## config.mk

```make
export PLATFORM = sky130hd
export DESIGN_NAME = cat_response_parser_flat
export DESIGN_NICKNAME = d
export VERILOG_FILES = /design/src/rtl/crp_pkg.sv /design/src/rtl/crp_in_if.sv /design/src/rtl/crp_out_if.sv /design/src/rtl/crp_parser.sv /design/src/rtl/crp_result_reg.sv /design/src/rtl/cat_response_parser.sv /design/src/flat_wrapper.sv
export SDC_FILE = /design/constraint.sdc
export NUM_CORES = 1
export LEC_CHECK = 0
export BUFFER_PORTS_ARGS = -buffer_cell sky130_fd_sc_hd__buf_2
export CAP_MARGIN = 15
export CORE_MARGIN = 4
export CORE_UTILIZATION = 30
export DETAILED_ROUTE_END_ITERATION = 12
export MAX_ROUTING_LAYER = met4
export PLACE_DENSITY_LB_ADDON = 0.12
export SYNTH_ARGS = -nofsm -noshare
export SYNTH_HDL_FRONTEND = slang
export SYNTH_HIERARCHICAL = 1
export SYNTH_SLANG_ARGS = --single-unit
```

## constraint.sdc

```tcl
create_clock -name clk -period 7.7 [get_ports clk]
set_clock_uncertainty 0.2 [all_clocks]
set_input_delay 1.54 -clock clk [delete_from_list [all_inputs] [get_ports clk]]
set_output_delay 1.54 -clock clk [all_outputs]
set_load 0.02 [all_outputs]
```

## src/rtl/crp_pkg.sv

```systemverilog
// Package for the radio control response parser.
// Holds the result type, character codes and pattern constants.
// No dependencies; compiled before every other file.
package crp_pkg;

    localparam int FREQ_W = 37;
    localparam int MODE_W = 4;
    localparam int POS_W  = 4;

    typedef logic [7:0]        byte_t;
    typedef logic [FREQ_W-1:0] freq_t;
    typedef logic [MODE_W-1:0] mode_t;
    typedef logic [POS_W-1:0]  pos_t;

    typedef enum logic [1:0] {
        KIND_NONE = 2'd0,
        KIND_FA   = 2'd1,
        KIND_MD   = 2'd2,
        KIND_ID   = 2'd3
    } kind_t;

    typedef struct packed {
        freq_t frequency_hz;
        mode_t mode_code;
        logic  identity_proven;
        logic  overflow_error;
    } crp_result_t;

    localparam byte_t CH_SPACE = 8'h20;
    localparam byte_t CH_TILDE = 8'h7e;
    localparam byte_t CH_SEMI  = 8'h3b;
    localparam byte_t CH_0     = 8'h30;
    localparam byte_t CH_1     = 8'h31;
    localparam byte_t CH_6     = 8'h36;
    localparam byte_t CH_9     = 8'h39;
    localparam byte_t CH_A     = 8'h41;
    localparam byte_t CH_D     = 8'h44;
    localparam byte_t CH_F     = 8'h46;
    localparam byte_t CH_I     = 8'h49;
    localparam byte_t CH_M     = 8'h4d;

    localparam pos_t POS_MAX     = 4'd15;
    localparam pos_t FA_LAST_POS = 4'd12;
    localparam pos_t FA_DONE_POS = 4'd13;
    localparam pos_t MD_DIG_POS  = 4'd2;
    localparam pos_t MD_DONE_POS = 4'd3;
    localparam pos_t ID_DONE_POS = 4'd5;

    localparam mode_t MODE_NONE        = 4'd0;
    localparam mode_t MODE_DIGIT_CLEAR = 4'd8;
    localparam mode_t MODE_MAX         = 4'd9;

    function automatic byte_t id_char(input logic [2:0] p);
        byte_t c;
        case (p)
            3'd0:    c = CH_I;
            3'd1:    c = CH_D;
            3'd2:    c = CH_0;
            3'd3:    c = CH_0;
            3'd4:    c = CH_6;
            default: c = 8'h00;
        endcase
        return c;
    endfunction

endpackage

```

## src/rtl/crp_in_if.sv

```systemverilog
// Input channel of the response parser: one received byte per item.
// Depends on crp_pkg for the byte type.
interface crp_in_if;
    logic          valid;
    logic          ready;
    crp_pkg::byte_t rx_byte;
    logic          chunk_end;

    modport source (output valid, output rx_byte, output chunk_end, input ready);
    modport sink   (input valid, input rx_byte, input chunk_end, output ready);
endinterface

```

## src/rtl/crp_out_if.sv

```systemverilog
// Result channel of the response parser: frequency, mode and status flags.
// Depends on crp_pkg for the field types.
interface crp_out_if;
    logic          valid;
    logic          ready;
    crp_pkg::freq_t frequency_hz;
    crp_pkg::mode_t mode_code;
    logic          identity_proven;
    logic          overflow_error;

    modport source (output valid, output frequency_hz, output mode_code,
                    output identity_proven, output overflow_error, input ready);
    modport sink   (input valid, input frequency_hz, input mode_code,
                    input identity_proven, input overflow_error, output ready);
endinterface

```

## src/rtl/crp_parser.sv

```systemverilog
// Frame parser state and per-byte update logic of the response parser.
// Depends on crp_pkg; instantiated by cat_response_parser.
module crp_parser #(
    parameter int BUFFER_LIMIT = 4096,
    parameter int FRAME_LIMIT  = 128
) (
    input  logic                 clk,
    input  logic                 rst_n,
    input  logic                 step_en,
    input  crp_pkg::byte_t       rx_byte,
    input  logic                 chunk_end,
    input  logic                 idcheck,
    output logic                 emit,
    output crp_pkg::crp_result_t result
);
    import crp_pkg::*;

    localparam int CNT_W  = $clog2(BUFFER_LIMIT + 1);
    localparam int TRIM_W = $clog2(FRAME_LIMIT + 2);
    localparam logic [CNT_W-1:0]  CNT_LIMIT  = CNT_W'(BUFFER_LIMIT);
    localparam logic [TRIM_W-1:0] TRIM_LIMIT = TRIM_W'(FRAME_LIMIT);

    logic [CNT_W-1:0]  count_reg, count_next;
    logic [TRIM_W-1:0] trim_reg, trim_next;
    logic              lead_reg, lead_next;
    pos_t              pos_reg, pos_next;
    kind_t             kind_reg, kind_next;
    freq_t             acc_reg, acc_next;
    mode_t             pend_reg, pend_next;
    freq_t             freq_reg, freq_next;
    mode_t             mode_reg, mode_next;
    logic              proven_reg, proven_next;
    logic              discard_reg, discard_next;
    logic              overflow;
    mode_t             digit;

    assign digit = rx_byte[MODE_W-1:0];

    always_comb
    begin
        count_next   = count_reg;
        trim_next    = trim_reg;
        lead_next    = lead_reg;
        pos_next     = pos_reg;
        kind_next    = kind_reg;
        acc_next     = acc_reg;
        pend_next    = pend_reg;
        freq_next    = freq_reg;
        mode_next    = mode_reg;
        proven_next  = proven_reg;
        discard_next = discard_reg;
        emit         = 1'b0;
        overflow     = 1'b0;
        if (discard_reg)
        begin
            if (chunk_end)
                discard_next = 1'b0;
        end
        else if (rx_byte inside {[CH_SPACE:CH_TILDE]})
        begin
            if (count_reg >= CNT_LIMIT)
            begin
                count_next   = '0;
                trim_next    = '0;
                lead_next    = 1'b0;
                pos_next     = '0;
                kind_next    = KIND_NONE;
                acc_next     = '0;
                pend_next    = '0;
                discard_next = !chunk_end;
                emit         = 1'b1;
                overflow     = 1'b1;
            end
            else
            begin
                count_next = count_reg + 1'b1;
                if (rx_byte != CH_SEMI)
                begin
                    if (lead_reg || rx_byte != CH_SPACE)
                    begin
                        lead_next = 1'b1;
                        if (pos_reg == '0)
                        begin
                            acc_next = '0;
                            if (rx_byte == CH_F)
                                kind_next = KIND_FA;
                            else if (rx_byte == CH_M)
                                kind_next = KIND_MD;
                            else if (rx_byte == CH_I)
                                kind_next = KIND_ID;
                            else
                                kind_next = KIND_NONE;
                        end
                        else
                        begin
                            case (kind_reg)
                                KIND_FA:
                                begin
                                    if (pos_reg == 4'd1)
                                    begin
                                        if (rx_byte != CH_A)
                                            kind_next = KIND_NONE;
                                    end
                                    else if (pos_reg <= FA_LAST_POS
                                             && rx_byte inside {[CH_0:CH_9]})
                                        acc_next = (acc_reg << 3) + (acc_reg << 1)
                                                   + freq_t'(digit);
                                    else
                                        kind_next = KIND_NONE;
                                end
                                KIND_MD:
                                begin
                                    if (pos_reg == 4'd1)
                                    begin
                                        if (rx_byte != CH_D)
                                            kind_next = KIND_NONE;
                                    end
                                    else if (pos_reg == MD_DIG_POS
                                             && rx_byte inside {[CH_1:CH_9]})
                                        pend_next = digit;
                                    else
                                        kind_next = KIND_NONE;
                                end
                                KIND_ID:
                                begin
                                    if (pos_reg >= ID_DONE_POS
                                        || rx_byte != id_char(pos_reg[2:0]))
                                        kind_next = KIND_NONE;
                                end
                                default: ;
                            endcase
                        end
                        if (pos_reg < POS_MAX)
                            pos_next = pos_reg + 1'b1;
                        if (trim_reg <= TRIM_LIMIT)
                            trim_next = trim_reg + 1'b1;
                    end
                end
                else
                begin
                    if (trim_reg < TRIM_LIMIT)
                    begin
                        if (kind_reg == KIND_FA && pos_reg == FA_DONE_POS)
                            freq_next = acc_reg;
                        else if (kind_reg == KIND_MD && pos_reg == MD_DONE_POS)
                            mode_next = (pend_reg == MODE_DIGIT_CLEAR) ? MODE_NONE : pend_reg;
                        else if (kind_reg == KIND_ID && pos_reg == ID_DONE_POS && idcheck)
                            proven_next = 1'b1;
                        emit = 1'b1;
                    end
                    count_next = '0;
                    trim_next  = '0;
                    lead_next  = 1'b0;
                    pos_next   = '0;
                    kind_next  = KIND_NONE;
                    acc_next   = '0;
                    pend_next  = '0;
                end
            end
        end
    end

    assign result = '{frequency_hz: freq_next, mode_code: mode_next,
                      identity_proven: proven_next, overflow_error: overflow};

    always_ff @(posedge clk or negedge rst_n)
    begin
        if (!rst_n)
        begin
            count_reg   <= '0;
            trim_reg    <= '0;
            lead_reg    <= 1'b0;
            pos_reg     <= '0;
            kind_reg    <= KIND_NONE;
            acc_reg     <= '0;
            pend_reg    <= '0;
            freq_reg    <= '0;
            mode_reg    <= MODE_NONE;
            proven_reg  <= 1'b0;
            discard_reg <= 1'b0;
        end
        else if (step_en)
        begin
            count_reg   <= count_next;
            trim_reg    <= trim_next;
            lead_reg    <= lead_next;
            pos_reg     <= pos_next;
            kind_reg    <= kind_next;
            acc_reg     <= acc_next;
            pend_reg    <= pend_next;
            freq_reg    <= freq_next;
            mode_reg    <= mode_next;
            proven_reg  <= proven_next;
            discard_reg <= discard_next;
        end
    end

    a_count_bound: assert property (@(posedge clk) disable iff (!rst_n)
        count_reg <= CNT_LIMIT)
        else $error("byte count above limit");

    a_trim_bound: assert property (@(posedge clk) disable iff (!rst_n)
        trim_reg <= TRIM_LIMIT + 1'b1)
        else $error("trimmed count above saturation");

    a_mode_legal: assert property (@(posedge clk) disable iff (!rst_n)
        mode_reg <= MODE_MAX && mode_reg != MODE_DIGIT_CLEAR)
        else $error("illegal mode code held");

    a_proven_sticky: assert property (@(posedge clk) disable iff (!rst_n)
        proven_reg |=> proven_reg)
        else $error("identity flag dropped");

    a_overflow_clears: assert property (@(posedge clk) disable iff (!rst_n)
        step_en && emit && result.overflow_error |=> count_reg == '0 && pos_reg == '0)
        else $error("overflow did not clear the frame");

endmodule

```

## src/rtl/crp_result_reg.sv

```systemverilog
// Result register of the response parser: holds one item for the receiver.
// Depends on crp_pkg and crp_out_if; instantiated by cat_response_parser.
module crp_result_reg (
    input  logic                 clk,
    input  logic                 rst_n,
    input  logic                 load,
    input  crp_pkg::crp_result_t data,
    output logic                 can_load,
    crp_out_if.source            result
);
    import crp_pkg::*;

    logic        valid_reg, valid_next;
    crp_result_t data_reg;

    assign can_load   = !valid_reg || result.ready;
    assign valid_next = load || (valid_reg && !result.ready);

    always_ff @(posedge clk or negedge rst_n)
    begin
        if (!rst_n)
            valid_reg <= 1'b0;
        else
            valid_reg <= valid_next;
    end

    always_ff @(posedge clk)
    begin
        if (load)
            data_reg <= data;
    end

    assign result.valid           = valid_reg;
    assign result.frequency_hz    = data_reg.frequency_hz;
    assign result.mode_code       = data_reg.mode_code;
    assign result.identity_proven = data_reg.identity_proven;
    assign result.overflow_error  = data_reg.overflow_error;

endmodule

```

## src/rtl/cat_response_parser.sv

```systemverilog
// Radio control response parser, top level.
// Channels: rx (sink) takes one received byte and a chunk_end flag per item;
// result (source) gives frequency_hz, mode_code, identity_proven and
// overflow_error. cfg_write with cfg_data sets identity_check_enable.
// An item is moved when valid and ready are both high.
// Bytes outside 0x20..0x7e and bytes in the dropped rest of a chunk give no
// result. A ';' that closes a frame of acceptable length gives one result,
// and so does a byte that finds the byte store full (overflow_error set).
// Path: an accepted byte is held in the input register, parsed, and its
// result loaded into the result register. Throughput: one byte per cycle
// unless a result waits for space; the per-byte update and the shift-add
// decimal accumulator fit between the input and result registers.
// A stalled receiver holds the result register; bytes that give no result
// keep flowing, and the first one that gives a result waits for space.
// Reset clears all frame state, the frequency, mode, identity flag and the
// enable register; both registers come up empty.
// Depends on crp_pkg, crp_in_if, crp_out_if, crp_parser, crp_result_reg.
module cat_response_parser #(
    parameter int BUFFER_LIMIT = 4096,
    parameter int FRAME_LIMIT  = 128
) (
    input  logic      clk,
    input  logic      rst_n,
    input  logic      cfg_write,
    input  logic      cfg_data,
    crp_in_if.sink    rx,
    crp_out_if.source result
);
    import crp_pkg::*;

    logic        stage_valid_reg;
    byte_t       byte_reg;
    logic        last_reg;
    logic        idcheck_reg;
    logic        advance;
    logic        emit;
    logic        can_load;
    crp_result_t step_result;

    assign advance  = stage_valid_reg && (!emit || can_load);
    assign rx.ready = !stage_valid_reg || advance;

    always_ff @(posedge clk or negedge rst_n)
    begin
        if (!rst_n)
        begin
            stage_valid_reg <= 1'b0;
            idcheck_reg     <= 1'b0;
        end
        else
        begin
            if (rx.ready)
                stage_valid_reg <= rx.valid;
            if (cfg_write)
                idcheck_reg <= cfg_data;
        end
    end

    always_ff @(posedge clk)
    begin
        if (rx.valid && rx.ready)
        begin
            byte_reg <= rx.rx_byte;
            last_reg <= rx.chunk_end;
        end
    end

    crp_parser #(
        .BUFFER_LIMIT (BUFFER_LIMIT),
        .FRAME_LIMIT  (FRAME_LIMIT)
    ) u_parser (
        .clk       (clk),
        .rst_n     (rst_n),
        .step_en   (advance),
        .rx_byte   (byte_reg),
        .chunk_end (last_reg),
        .idcheck   (idcheck_reg),
        .emit      (emit),
        .result    (step_result)
    );

    crp_result_reg u_result (
        .clk      (clk),
        .rst_n    (rst_n),
        .load     (advance && emit),
        .data     (step_result),
        .can_load (can_load),
        .result   (result)
    );

endmodule
```

## src/flat_wrapper.sv

```systemverilog
// flat-port wrapper written by rule: the top's interface ports become plain ports
module cat_response_parser_flat import crp_pkg::*;
#(
    parameter int BUFFER_LIMIT = 4096,
    parameter int FRAME_LIMIT  = 128
)
  (clk, rst_n, cfg_write, cfg_data, rx_valid, rx_rx_byte, rx_chunk_end, rx_ready, result_valid, result_frequency_hz, result_mode_code, result_identity_proven, result_overflow_error, result_ready);
  crp_in_if rx_i ();
  crp_out_if result_i ();
  input  logic clk;
  input  logic rst_n;
  input  logic cfg_write;
  input  logic cfg_data;
  input wire logic [$bits(rx_i.valid)-1:0] rx_valid;
  input wire logic [$bits(rx_i.rx_byte)-1:0] rx_rx_byte;
  input wire logic [$bits(rx_i.chunk_end)-1:0] rx_chunk_end;
  output wire logic [$bits(rx_i.ready)-1:0] rx_ready;
  output wire logic [$bits(result_i.valid)-1:0] result_valid;
  output wire logic [$bits(result_i.frequency_hz)-1:0] result_frequency_hz;
  output wire logic [$bits(result_i.mode_code)-1:0] result_mode_code;
  output wire logic [$bits(result_i.identity_proven)-1:0] result_identity_proven;
  output wire logic [$bits(result_i.overflow_error)-1:0] result_overflow_error;
  input wire logic [$bits(result_i.ready)-1:0] result_ready;
  assign rx_i.valid = rx_valid;
  assign rx_i.rx_byte = rx_rx_byte;
  assign rx_i.chunk_end = rx_chunk_end;
  assign rx_ready = rx_i.ready;
  assign result_valid = result_i.valid;
  assign result_frequency_hz = result_i.frequency_hz;
  assign result_mode_code = result_i.mode_code;
  assign result_identity_proven = result_i.identity_proven;
  assign result_overflow_error = result_i.overflow_error;
  assign result_i.ready = result_ready;
  cat_response_parser #(.BUFFER_LIMIT(BUFFER_LIMIT), .FRAME_LIMIT(FRAME_LIMIT)) u_core (.clk(clk), .rst_n(rst_n), .cfg_write(cfg_write), .cfg_data(cfg_data), .rx(rx_i), .result(result_i));
endmodule
```

Yosys cells after proc, flatten, opt, wreduce, memory -nomap -nowiden
Cells that the tools add are included.
{"block": "word_totals", "elab_cells": 192, "mem_bits_ro": 0, "inputBits": 15, "latchBits": 0, "mem_count": 0, "ram_bits": 0, "register_bits": 167}
{"block": "classes", "n_reduce_logical": 35, "mux": 82, "bitwise_logic": 2, "eq_ne": 37, "order_cmp": 11, "multipliers": 0, "add_sub_neg": 5, "shift": 0, "div_mod_pow": 0}
{"op": "37-bit two-way mux", "n": 13}
{"op": "8-bit two-way mux", "n": 11}
{"op": "4-bit two-way mux", "n": 19}
{"op": "37-bit adder", "n": 1}
{"op": "37-bit by 4-bit adder with 37-bit output", "n": 1}
{"op": "2-bit two-way mux", "n": 14}
{"op": "7-bit one-hot mux with 4 select lines", "n": 1}
{"op": "13-bit two-way mux", "n": 2}
{"op": "8-bit by 7-bit equality test with 1-bit output (second input constant)", "n": 3}
{"op": "8-bit by 6-bit >= comparator with 1-bit output (second input constant)", "n": 3}
{"op": "6-bit != test (second input constant)", "n": 4}
{"op": "1-bit two-way mux", "n": 21}
{"op": "8-bit by 6-bit != test with 1-bit output (second input constant)", "n": 2}
{"op": "8-bit by 7-bit != test with 1-bit output (second input constant)", "n": 2}
{"op": "3-bit by 2-bit != test with 1-bit output (second input constant)", "n": 5}
{"op": "13-bit by 1-bit adder with 13-bit output (second input constant)", "n": 1}
{"op": "13-bit >= comparator (second input constant)", "n": 1}
{"op": "1-bit logical AND", "n": 13}
{"op": "10-bit AND reduction", "n": 1}
{"op": "5-bit AND reduction", "n": 2}
{"op": "8-bit by 1-bit adder with 8-bit output (second input constant)", "n": 1}
{"op": "4-bit by 2-bit equality test with 1-bit output (second input constant)", "n": 2}
{"op": "4-bit equality test (second input constant)", "n": 2}
{"op": "8-bit by 6-bit <= comparator with 1-bit output (second input constant)", "n": 1}
{"op": "other kinds (31)", "n": 46}

Depth between registers and ports, before layout
Gate-level depths: netlist of run 1.
{"block": "logic_depth", "ltp_word": 18, "ltp_mapped": 13, "ltp_nobuf": 11}

By module
The synthesis of run 1 kept the hierarchy.
{"module": "crp_parser", "cells_per_inst": 853, "area_each_um2": 8065.2, "n_inst": 1}
{"module": "crp_result_reg", "cells_per_inst": 46, "area_each_um2": 1338.8, "n_inst": 1}
{"module": "cat_response_parser", "cells_per_inst": 18, "area_each_um2": 385.4, "n_inst": 1}

Worst setup path before layout of run 1
Ideal clock, no wire load.
{"block": "synth_timing", "path_kind": "input port to flip-flop", "startpoint": "in result_ready", "endpoint": "reg u_core.u_parser.acc_reg[34]", "t_required_ps": 7431, "stages": 10, "setup_slack_ps": 3843, "path_buffers": 0, "arrival_time_ps": 3588, "setup_ps": 69, "cell_sequence": "nand2b_4 > inv_1 > a21boi_0 > nor2b_1 > o211ai_1 > a31oi_4 > nand3_2 > or3_1 > or4_1 > nand3_1"}
{"block": "synth_via", "elab_chain_len": 4}
{"item": "start: declaration", "line": "flat_wrapper.sv:23", "text": "input wire logic [$bits(result_i.ready)-1:0] result_ready;"}
{"item": "1-bit logical OR", "line": "crp_result_reg.sv:16", "text": "assign can_load = !valid_reg || result.ready;"}
{"item": "1-bit logical OR", "line": "cat_response_parser.sv:40", "text": "assign advance = stage_valid_reg && (!emit || can_load);"}
{"item": "1-bit logical AND", "line": "cat_response_parser.sv:40"}
{"item": "net u_core.advance", "line": "cat_response_parser.sv:35", "text": "logic advance;"}
{"item": "7-bit AND reduction (no source line)"}
{"item": "end signal: assignment", "line": "crp_parser.sv:189", "text": "acc_reg <= acc_next;"}
{"item": "end: declaration", "line": "crp_parser.sv:28", "text": "freq_t acc_reg, acc_next;"}
The timed path passes the listed nets, and every way through them passes these cells.
A chain may end at the register's enable or synchronous reset.

Final worst setup path of run 1
{"block": "layout_timing", "startpoint": "reg u_core.byte_reg[2]", "endpoint": "reg u_core.u_parser.acc_reg[22]"}
{"block": "layout_via", "elab_chain_len": 9}
{"item": "start: declaration", "line": "cat_response_parser.sv:32", "text": "byte_t byte_reg;"}
{"item": "start signal: assignment", "line": "cat_response_parser.sv:63", "text": "byte_reg <= rx.rx_byte;"}
{"item": "branches (longest 3 deep; another with 8-bit by 6-bit >= comparator with 1-bit output)"}
{"item": "1-bit two-way mux (*)", "line": "crp_parser.sv:59", "text": "else if (rx_byte inside {[CH_SPACE:CH_TILDE]})"}
{"item": "1-bit two-way mux (*)", "line": "crp_parser.sv:54", "text": "if (discard_reg)"}
{"item": "net u_core.emit", "line": "cat_response_parser.sv:36", "text": "logic emit;"}
{"item": "1-bit zero test (*)", "line": "cat_response_parser.sv:40"}
{"item": "1-bit logical OR (*)", "line": "cat_response_parser.sv:40"}
{"item": "1-bit logical AND (*)", "line": "cat_response_parser.sv:40"}
{"item": "net u_core.advance", "line": "cat_response_parser.sv:35"}
{"item": "7-bit AND reduction (no source line) (*)"}
Mark *: on every way through the listed nets, which the timed path passes. The select of a mux whose other input is x is not followed.

==> results.sh, run 1 <==
export IMPL_met2WireLength_um=11200
export IMPL_synthesis_nets=1011
export IMPL_maxCapViolCount=0
export IMPL_reg2reg_depth=13
export IMPL_antenna_found_initial=0
export IMPL_synth_seq_cells=167
export IMPL_track_usage_pct=13.9
export IMPL_drv_slew=0
export IMPL_nNetsFinal=1054
export IMPL_insertedDiodeCount=0
export IMPL_p_per_area_nw_per_um2=223
export IMPL_r2r_end="u_core/u_parser/acc_reg[22]"
export IMPL_grt_pass1_vias=7118
export IMPL_syn_inst=917
export IMPL_maxUsedRoutingLayer="met4"
export IMPL_fp_row_count=65
export IMPL_numCtsBuffers=17
export IMPL_status="finished, final reports clean"
export IMPL_power_leakage_uw=0.00508
export IMPL_synth_common_cells="dfrtp_1, nand2_1, mux2_2"
export IMPL_min_delay_path_depth=1
export IMPL_syn_area_um2=9790
export IMPL_cts_sink_count=167
export IMPL_post_drt_wl_per_cell_um=16.8
export IMPL_cts_resized=0
export IMPL_dp_hpwl_um=16700
export IMPL_ys_types=78
export IMPL_core_area_um2=31900
export IMPL_num_io_pins=60
export IMPL_drc=0
export IMPL_rsz0062_at_grt="no"
export IMPL_cts_setup_buffers=0
export IMPL_synth_edf_count=52
export IMPL_first_pass_iters=5
export IMPL_cp_max_fo=54
export IMPL_dieArea_um2=35600
export IMPL_met3_length_um=671
export IMPL_fin_crit_sh_pct=55.8
export IMPL_clock_latency_ns=0.43
export IMPL_post_synth_top_area_cell="dfrtp_1"
export IMPL_path_clk_slew_ns=0.07
export IMPL_setup_viol=0
export IMPL_ant_nets=0
export IMPL_syn_area_per_cell_um2=10.7
export IMPL_async_flop_share_pct=68.9
export IMPL_grt_max_degree=62
export IMPL_cts_tree="done"
export IMPL_min_delay_start="u_core/last_reg"
export IMPL_numPortBuffers=59
export IMPL_cp_arrival_ns=4.41
export IMPL_regToRegSetupSlack_ns=3.40
export IMPL_grt_pass1_wl_um=39200
export IMPL_yosysMostFrequentCell="dfrtp_1"
export IMPL_crit_path_end_kind="flip-flop"
export IMPL_min_period_ns=4.30
export IMPL_root_buffer="clkbuf_16"
export IMPL_grt_overflow=0
export IMPL_gp_congestion=0.829
export IMPL_yosys_top_cells_area="dfrtp_1, edfxtp_1, ha_1"
export IMPL_drt_met1_wl_um=11400
export IMPL_tightest_slew_ns=1.00
export IMPL_die_h_um=189
export IMPL_fp_dieW_um=189
export IMPL_start_util_pct=30.7
export IMPL_min_to="u_core/u_parser/discard_reg"
export IMPL_viasPerCell=5.01
export IMPL_fmax_mhz=233
export IMPL_cp_start_kind="flip-flop"
export IMPL_drive_gt1_share_pct=20.9
export IMPL_syn_to_final_growth_pct=13.5
export IMPL_ys_warn_count=6
export IMPL_drt_wl_total_um=23600
export IMPL_finalHoldViolations=0
export IMPL_postCtsHoldBufs=0
export IMPL_irDropWorstVdd_mv=0.137
export IMPL_crit_type="flip-flop to flip-flop"
export IMPL_regToRegStartpoint="u_core/byte_reg[2]"
export IMPL_p_total_uw=2470
export IMPL_min_path_type="flip-flop to flip-flop"
export IMPL_worstPathRequired_ns=7.81
export IMPL_synth_ff_type="dfrtp_1"
export IMPL_synth_top_cell_area_share_pct=29.4
export IMPL_setup_tns_ns=0
export IMPL_htreeDepth=4
export IMPL_max_slew_margin_pct=33.1
export IMPL_clockBufferDepth=2
export IMPL_drtIter0Drc=435
export IMPL_via_count=7055
export IMPL_ys_seq_area_share_pct=45.3
-- how the worst max path moves through the flow --
stage                                    to  cells past startpoint                from
4_1_cts         u_core/u_parser/acc_reg[22]                     13  u_core/byte_reg[2]
3_5_place_dp    u_core/u_parser/acc_reg[34]                     12        result_ready
3_3_place_gp   u_core/u_parser/freq_reg[22]                      7        result_ready
5_1_grt         u_core/u_parser/acc_reg[35]                     11  u_core/byte_reg[3]
2_1_floorplan   u_core/u_parser/acc_reg[34]                     10        result_ready
6_report        u_core/u_parser/acc_reg[22]                     13  u_core/byte_reg[2]
-- placed cells by master (no fill, tap or decap), drive strengths merged, types with 14 or more instances in the layout --
cell type / instances
dfrtp: 115
nand2: 102
mux2: 83
ha: 77
buf: 66
o21ai: 62
edfxtp: 52
a21oi: 52
nor2: 37
inv: 35
nand3: 27
xor2: 19
clkbuf: 19
nand4: 16
a21o: 14
xnor2: 14
and3: 14
nor3: 14
-- critical path: stages (launching register included) --
cell and delay [ns]:
edfxtp_1 0.56, nor3_2 0.35, nand4b_1 0.21, a211oi_1 0.61, a21boi_0 0.43, nor2b_1 0.25
o211ai_1 0.09, buf_4 0.24, a31oi_4 0.09, o21ai_4 0.09, buf_4 0.51, or3_1 0.19
nor3_1 0.04, a211o_1 0.30
-- power breakdown --
group          switching (uW)  internal (uW)
clock network             404            500
registers                99.7            974
logic                     307            189
-- per-layer routing --
metal / track usage (%) / vias to the layer above
met5: - / -
met2: 21.9 / 114
met4: 3.95 / 0
met3: 2.24 / 18
met1: 18.5 / 3423
li1: - / 3500
-- logic make-up after synthesis --
group	count (synthesis)	share of synthesized area [%]
buffers and inverters	69	2.95
AND/OR/NAND/NOR	263	13.7
flip-flops	167	45.3
multiplexers	87	9.96
AO/OA/AOI/OAI	219	14.9
XOR/XNOR	33	2.95
adder cells (fa/ha/maj)	79	10.3
-- stage by stage --
stage          cells  area (um2)  worst slack (ns)  utilization (%)  hold WS (ns)
6_report        1408       11100              3.40             34.9         0.218
5_1_grt         1408       11100              3.10             34.9         0.228
4_1_cts         1408       11100              3.39             34.9         0.224
3_5_place_dp    1376       10500              3.05             33.0         0.217
3_3_place_gp    1376       10500              3.11             33.0         0.225
2_1_floorplan    917        9790              3.84                -         0.199
-- final cells by class --
class / count / area [um2]
clock buffer: 19 / 443
clock inverter: 13 / 159
fill: 3300 / 20800
inverter: 27 / 101
multi-input combinational: 681 / 5080
sequential: 167 / 4440
tap: 435 / 544
timing repair buffer: 66 / 350
Power figures use the tool's default switching activity.
==> inputs of run 2 (changes only) <==
==> constraint.sdc (replaced) <==
create_clock -name clk -period 4.2 [get_ports clk]
set_clock_uncertainty 0.2 [all_clocks]
set_input_delay 0.84 -clock clk [delete_from_list [all_inputs] [get_ports clk]]
set_output_delay 0.84 -clock clk [all_outputs]
set_load 0.02 [all_outputs]
==> run 2 against run 1 <==
Wire length about the same; sequential share of layout area shrank 0.44 points; final cell count grew 0.57%; hold slack got worse by 0.059 ns; sequential power grew 83%; via count increased by 0.69%; clock-buffer cell count did not move; worst setup slack got worse by 3.0 ns; global-route usage grew 0.24 points; critical path type unchanged; largest cell class unchanged.
==> results.sh, run 2 (synthesis gave the netlist of run 1 again) <==
export IMPL_insertedDiodeCount=0
export IMPL_grt_overflow=0
export IMPL_start_util_pct=30.7
export IMPL_drv_slew=0
export IMPL_reg2reg_depth=11
export IMPL_clock_latency_ns=0.44
export IMPL_rsz0062_at_grt="no"
export IMPL_fp_dieW_um=189
export IMPL_fin_hold_ws_ns=0.159
export IMPL_mostFrequentLayoutCells="dfrtp_1, nand2_1, mux2_2"
export IMPL_crit_chain="inv_1 > fa_1 > inv_1 > ha_1 > a21oi_1 > o211ai_1 > nor4b_1 > o211ai_1 > a211oi_1 > mux2i_1 > o311ai_0"
export IMPL_htreeDepth=4
export IMPL_syn_to_final_growth_pct=14.8
export IMPL_via_count=7104
export IMPL_cts_setup_buffers=0
export IMPL_fin_util_pct=35.3
export IMPL_min_period_ns=3.76
export IMPL_worstPathRequired_ns=4.29
export IMPL_worstSetupStartpoint="u_core/u_parser/acc_reg[2]"
export IMPL_setup_viol=0
export IMPL_tightest_slew_ns=0.749
export IMPL_worst_path_max_delay_cell="nor4b_1"
export IMPL_regToRegStartpoint="u_core/u_parser/acc_reg[2]"
export IMPL_setup_tns_ns=0
export IMPL_drtIter0Drc=312
export IMPL_postCtsHoldBufs=0
export IMPL_grt_max_degree=46
export IMPL_die_h_um=189
export IMPL_post_drt_wl_per_cell_um=16.7
export IMPL_numCtsBuffers=17
export IMPL_r2r_end="u_core/u_parser/acc_reg[35]"
export IMPL_fp_row_count=65
export IMPL_cp_num_buf_inv=2
export IMPL_fmax_mhz=266
export IMPL_viasPerCell=5.02
export IMPL_cp_num_cells=11
export IMPL_status="finished, final reports clean"
export IMPL_critPathTopFamily="compound AO/OA/AOI/OAI gates"
export IMPL_drt_wl_total_um=23600
export IMPL_power_leakage_uw=0.00513
export IMPL_core_area_um2=31900
export IMPL_grt_pass1_vias=7154
export IMPL_crit_path_end_kind="flip-flop"
export IMPL_nNetsFinal=1062
export IMPL_cts_tree="done"
export IMPL_drive_gt1_share_pct=21.6
export IMPL_first_pass_iters=4
export IMPL_cp_start_kind="flip-flop"
export IMPL_finalHoldViolations=0
export IMPL_layout_commonest_cell="dfrtp_1"
export IMPL_cts_sink_count=167
export IMPL_num_io_pins=60
export IMPL_ant_nets=0
export IMPL_p_per_area_nw_per_um2=407
export IMPL_regToRegSetupSlack_ns=0.44
export IMPL_dp_hpwl_um=17000
export IMPL_antenna_found_initial=0
export IMPL_path_clk_slew_ns=0.08
export IMPL_irDropWorstVdd_mv=0.290
export IMPL_gp_congestion=0.801
export IMPL_setup_ws_ns=0.444
export IMPL_num_fill_cells=3270
export IMPL_clockBufferDepth=2
export IMPL_p_total_uw=4580
export IMPL_maxCapViolCount=0
export IMPL_crit_type="flip-flop to flip-flop"
export IMPL_drc=0
export IMPL_fin_crit_sh_pct=89.4
export IMPL_cp_arrival_ns=3.85
export IMPL_cp_max_fo=3
export IMPL_max_slew_margin_pct=49.8
export IMPL_dieArea_um2=35600
export IMPL_cts_resized=0
export IMPL_place_ws_ns=0.555
export IMPL_track_usage_pct=14.1
export IMPL_numPortBuffers=59
export IMPL_grt_pass1_wl_um=39600
export IMPL_min_path_type="input port to async pin"
export IMPL_root_buffer="clkbuf_16"
export IMPL_endpoint="u_core/u_parser/acc_reg[35]"
export IMPL_cp_slowest_stage_delay_ns=0.62
run 2: cell types whose count changed in the layout (fill, tap and decap cells not counted), moves of 2 or more:
| cell | delta |
|---|---|
| clkinv_4 | +3 |
| buf_4 | +5 |
| inv_8 | -3 |
| clkbuf_16 | +2 |
| buf_12 | +3 |
run 2: through the flow:
step	instance area [um2]	cells
2_1_floorplan	9790	917
3_3_place_gp	10600	1384
3_5_place_dp	10600	1384
4_1_cts	11200	1416
5_1_grt	11200	1416
6_report	11200	1416
run 2: area by class of cell:
type,count,area [um2],area share [%]
clock buffer,19,475,4.23
clock inverter,13,154,1.37
inverter,27,101,0.902
multi-input combinational,681,5080,45.2
sequential,167,4440,39.5
tap,435,544,4.84
timing repair buffer,74,448,3.99
run 2: worst min path at each step:
stage | to | depth (start not counted) | slack [ns]
final | u_core/u_parser/count_reg[7] | 1 | 0.16
after global routing | u_core/u_parser/count_reg[7] | 1 | 0.19
after CTS | u_core/u_parser/count_reg[7] | 1 | 0.16
after detailed placement | u_core/u_parser/discard_reg | 1 | 0.23
after global placement | u_core/u_parser/discard_reg | 1 | 0.21
after floorplan | u_core/u_parser/discard_reg | 1 | 0.20
run 2: worst register-to-register path: stages (launching register included):
cell and delay (ns):
dfrtp_1 0.38, inv_1 0.09, fa_1 0.53, inv_1 0.06
ha_1 0.27, a21oi_1 0.08, o211ai_1 0.24, nor4b_1 0.62
o211ai_1 0.29, a211oi_1 0.48, mux2i_1 0.23, o311ai_0 0.14
run 2: routing by layer:
layer | routed length [um] | global-route usage, %
met3 | 625 | 2.32
met5 | 0 | -
met2 | 11200 | 22.5
met4 | 231 | 3.53
met1 | 11600 | 18.8
run 2: power breakdown:
part | switching (uW) | total (uW) | internal [uW]
Sequential | 177 | 1960 | 1790
Combinational | 566 | 929 | 363
Clock | 722 | 1690 | 964
Total | 1470 | 4580 | 3110
==> inputs of run 3 (changes only) <==
--- a/config.mk
+++ b/config.mk
@@ -5,6 +5,7 @@
 export SDC_FILE = /design/constraint.sdc
 export NUM_CORES = 1
 export LEC_CHECK = 0
+export ABC_AREA = 1
 export BUFFER_PORTS_ARGS = -buffer_cell sky130_fd_sc_hd__buf_2
 export CAP_MARGIN = 15
 export CORE_MARGIN = 4
==> constraint.sdc (replaced) <==
create_clock -name clk -period 4.2 [get_ports clk]
set_clock_uncertainty 0.2 [all_clocks]
set_input_delay 0.63 -clock clk [delete_from_list [all_inputs] [get_ports clk]]
set_output_delay 0.63 -clock clk [all_outputs]
set_load 0.02 [all_outputs]
==> run 3 against run 2 <==
Maximum frequency rose by 5.0%; flip-flop and latch count unchanged; worst setup slack better by 0.18 ns; clock power decreased by 13%; total power grew 41%; design area increased by 5.2%; non-clock buffer count shrank 4; combinational power grew to 3.0 times the previous value; global-route usage rose by 2.1 points; critical path type unchanged; critical endpoint is now u_core/u_parser/acc_reg[32]; highest routed layer unchanged.
==> results.sh, run 3 <==
export IMPL_status="finished, final reports clean"
export IMPL_synth_common_cells="nand2_1, nor2_1, inv_1"
export IMPL_ant_nets=0
export IMPL_endpoint="u_core/u_parser/acc_reg[32]"
export IMPL_fp_row_count=68
export IMPL_track_usage_pct=16.3
export IMPL_rsz0062_at_grt="no"
export IMPL_path_clk_slew_ns=0.07
export IMPL_synth_seq_cells=167
export IMPL_cp_arrival_ns=3.71
export IMPL_yosysMostFrequentCell="nand2_1"
export IMPL_viasPerCell=4.70
export IMPL_nNetsFinal=1522
export IMPL_crit_type="flip-flop to flip-flop"
export IMPL_p_per_area_nw_per_um2=544
export IMPL_max_slew_margin_pct=53.9
export IMPL_dp_hpwl_um=22100
export IMPL_min_path_type="input port to async pin"
export IMPL_drive_gt1_share_pct=9.92
export IMPL_num_fill_cells=3704
export IMPL_synth_ff_type="dfrtp_1"
export IMPL_via_count=8903
export IMPL_syn_area_per_cell_um2=7.67
export IMPL_num_io_pins=60
export IMPL_fmax_mhz=280
export IMPL_fin_crit_sh_pct=85.1
export IMPL_cp_max_fo=16
export IMPL_dieArea_um2=38100
export IMPL_power_leakage_uw=0.00606
export IMPL_fin_hold_ws_ns=0.0184
export IMPL_cts_resized=0
export IMPL_grt_pass1_wl_um=48200
export IMPL_power_frac_seq_pct=33.9
export IMPL_regToRegSetupSlack_ns=0.62
export IMPL_irDropWorstVdd_mv=0.254
export IMPL_syn_inst=1371
export IMPL_reg2reg_depth=18
export IMPL_combPwrFrac_pct=43.3
export IMPL_finalHoldViolations=0
export IMPL_drc=0
export IMPL_ys_seq_area_share_pct=42.2
export IMPL_drtIter0Drc=651
export IMPL_crit_path_end_kind="flip-flop"
export IMPL_clkPwrFrac_pct=22.8
export IMPL_setup_viol=0
export IMPL_insertedDiodeCount=0
export IMPL_core_area_um2=34500
export IMPL_first_pass_iters=5
export IMPL_fin_util_pct=34.2
export IMPL_tightest_slew_ns=0.687
export IMPL_root_buffer="clkbuf_16"
export IMPL_cts_sink_count=167
export IMPL_synthesis_nets=1465
export IMPL_switching_share_pct=43.3
export IMPL_setup_tns_ns=0
export IMPL_grt_max_degree=51
export IMPL_start_util_pct=30.4
export IMPL_mostFrequentLayoutCells="nand2_1, nor2_1, inv_1"
export IMPL_synth_edf_count=52
export IMPL_cts_tree="done"
export IMPL_ys_warn_count=6
export IMPL_syn_to_final_growth_pct=12.5
export IMPL_grt_overflow=0
export IMPL_clock_latency_ns=0.45
export IMPL_min_period_ns=3.58
export IMPL_yosys_top_cells_area="dfrtp_1, nand2_1, edfxtp_1"
export IMPL_fp_dieW_um=195
export IMPL_numCtsBuffers=17
export IMPL_worstSetupStartpoint="u_core/byte_reg[2]"
export IMPL_grt_pass1_vias=8877
export IMPL_clockBufferDepth=2
export IMPL_ys_types=45
export IMPL_post_synth_top_area_cell="dfrtp_1"
export IMPL_antenna_found_initial=0
export IMPL_intPower_uw=3650
export IMPL_async_flop_share_pct=68.9
export IMPL_gp_congestion=0.880
export IMPL_r2r_end="u_core/u_parser/acc_reg[32]"
export IMPL_numPortBuffers=59
export IMPL_htreeDepth=4
export IMPL_cp_start_kind="flip-flop"
export IMPL_drv_slew=0
export IMPL_p_switching_uw=2790
export IMPL_regToRegStartpoint="u_core/byte_reg[2]"
export IMPL_postCtsHoldBufs=0
export IMPL_worstPathRequired_ns=4.34
export IMPL_maxCapViolCount=0
export IMPL_layout_commonest_cell="nand2_1"
export IMPL_synth_top_cell_area_share_pct=27.4
export IMPL_syn_area_um2=10500
export IMPL_die_h_um=195
export IMPL_drt_wl_total_um=29500
export IMPL_cts_setup_buffers=0
export IMPL_post_drt_wl_per_cell_um=15.5
[run 3: cell types whose count changed in the layout (fill, tap and decap cells not counted), sizes merged, moves of 13 or more]
cell	previous run	this run
nor3	14	54
mux2	83	0
nor2	37	167
nand2	102	429
nand3	27	77
inv	34	169
a21o	14	1
and3	14	0
[run 3: worst min-delay path by stage]
stage / startpoint / endpoint / slack [ns]
after floorplan: rst_n / u_core/idcheck_reg / 0.13
after global placement: u_core/u_parser/proven_reg / u_core/u_parser/proven_reg / 0.24
after detailed placement: u_core/u_parser/proven_reg / u_core/u_parser/proven_reg / 0.24
after CTS: rst_n / u_core/u_parser/count_reg[8] / 0.03
after global routing: rst_n / u_core/u_parser/count_reg[8] / 0.07
final: rst_n / u_core/u_parser/count_reg[8] / 0.02
[run 3: layout make-up]
cell class / instances / area (um2) / share of cell area [%]
inverter: 166 / 623 / 5.27
tap: 455 / 569 / 4.81
timing repair buffer: 70 / 405 / 3.43
sequential: 167 / 4440 / 37.5
clock buffer: 18 / 429 / 3.63
multi-input combinational: 1006 / 5260 / 44.5
clock inverter: 14 / 104 / 0.878
[run 3: logic make-up after synthesis]
family                   share of synthesized area (%)
adder cells (fa/ha/maj)                           9.54
AO/OA/AOI/OAI                                     7.71
buffers and inverters                             7.88
flip-flops                                        42.2
XOR/XNOR                                          2.00
AND/OR/NAND/NOR                                   30.7
[run 3: routing by layer]
| metal | global-route usage (%) | up-vias | wire length [um] |
|---|---|---|---|
| li1 | - | 4549 | - |
| met1 | 22.1 | 4181 | 14300 |
| met2 | 25.4 | 146 | 13600 |
| met3 | 2.62 | 27 | 1050 |
| met4 | 4.22 | 0 | 458 |
| met5 | - | - | 0 |
[run 3: metrics by stage]
stage	worst slack, ns	total power [uW]	std cells	cell area, um2
after floorplan	1.00	4190	1371	10500
after global placement	0.808	5010	1864	11300
after detailed placement	0.669	4990	1864	11300
after CTS	0.603	6510	1896	11800
after global routing	0.349	7020	1896	11800
final	0.625	6440	1896	11800
[run 3: power groups by stage]
stage	sequential [uW]	combinational (uW)	clock (uW)
2_1_floorplan	2080	2110	0
3_3_place_gp	2220	2790	0
3_5_place_dp	2210	2780	0
4_1_cts	2180	2800	1530
5_1_grt	2220	3200	1600
6_report	2180	2790	1470
[run 3: critical path, cell delays in order, from the launching register on]
cell and delay [ns]:
edfxtp_1 0.53, inv_2 0.14, nand2_1 0.07, nor2_2 0.14, nand3_4 0.16, nor2_4 0.15, inv_2 0.05, a211oi_1 0.57
a21boi_4 0.11, inv_1 0.09, nor2_1 0.05, nand3_2 0.17, inv_2 0.16, nand2_2 0.15, inv_2 0.08, nand3_4 0.22
inv_2 0.20, nand3_1 0.15, nand2_1 0.05
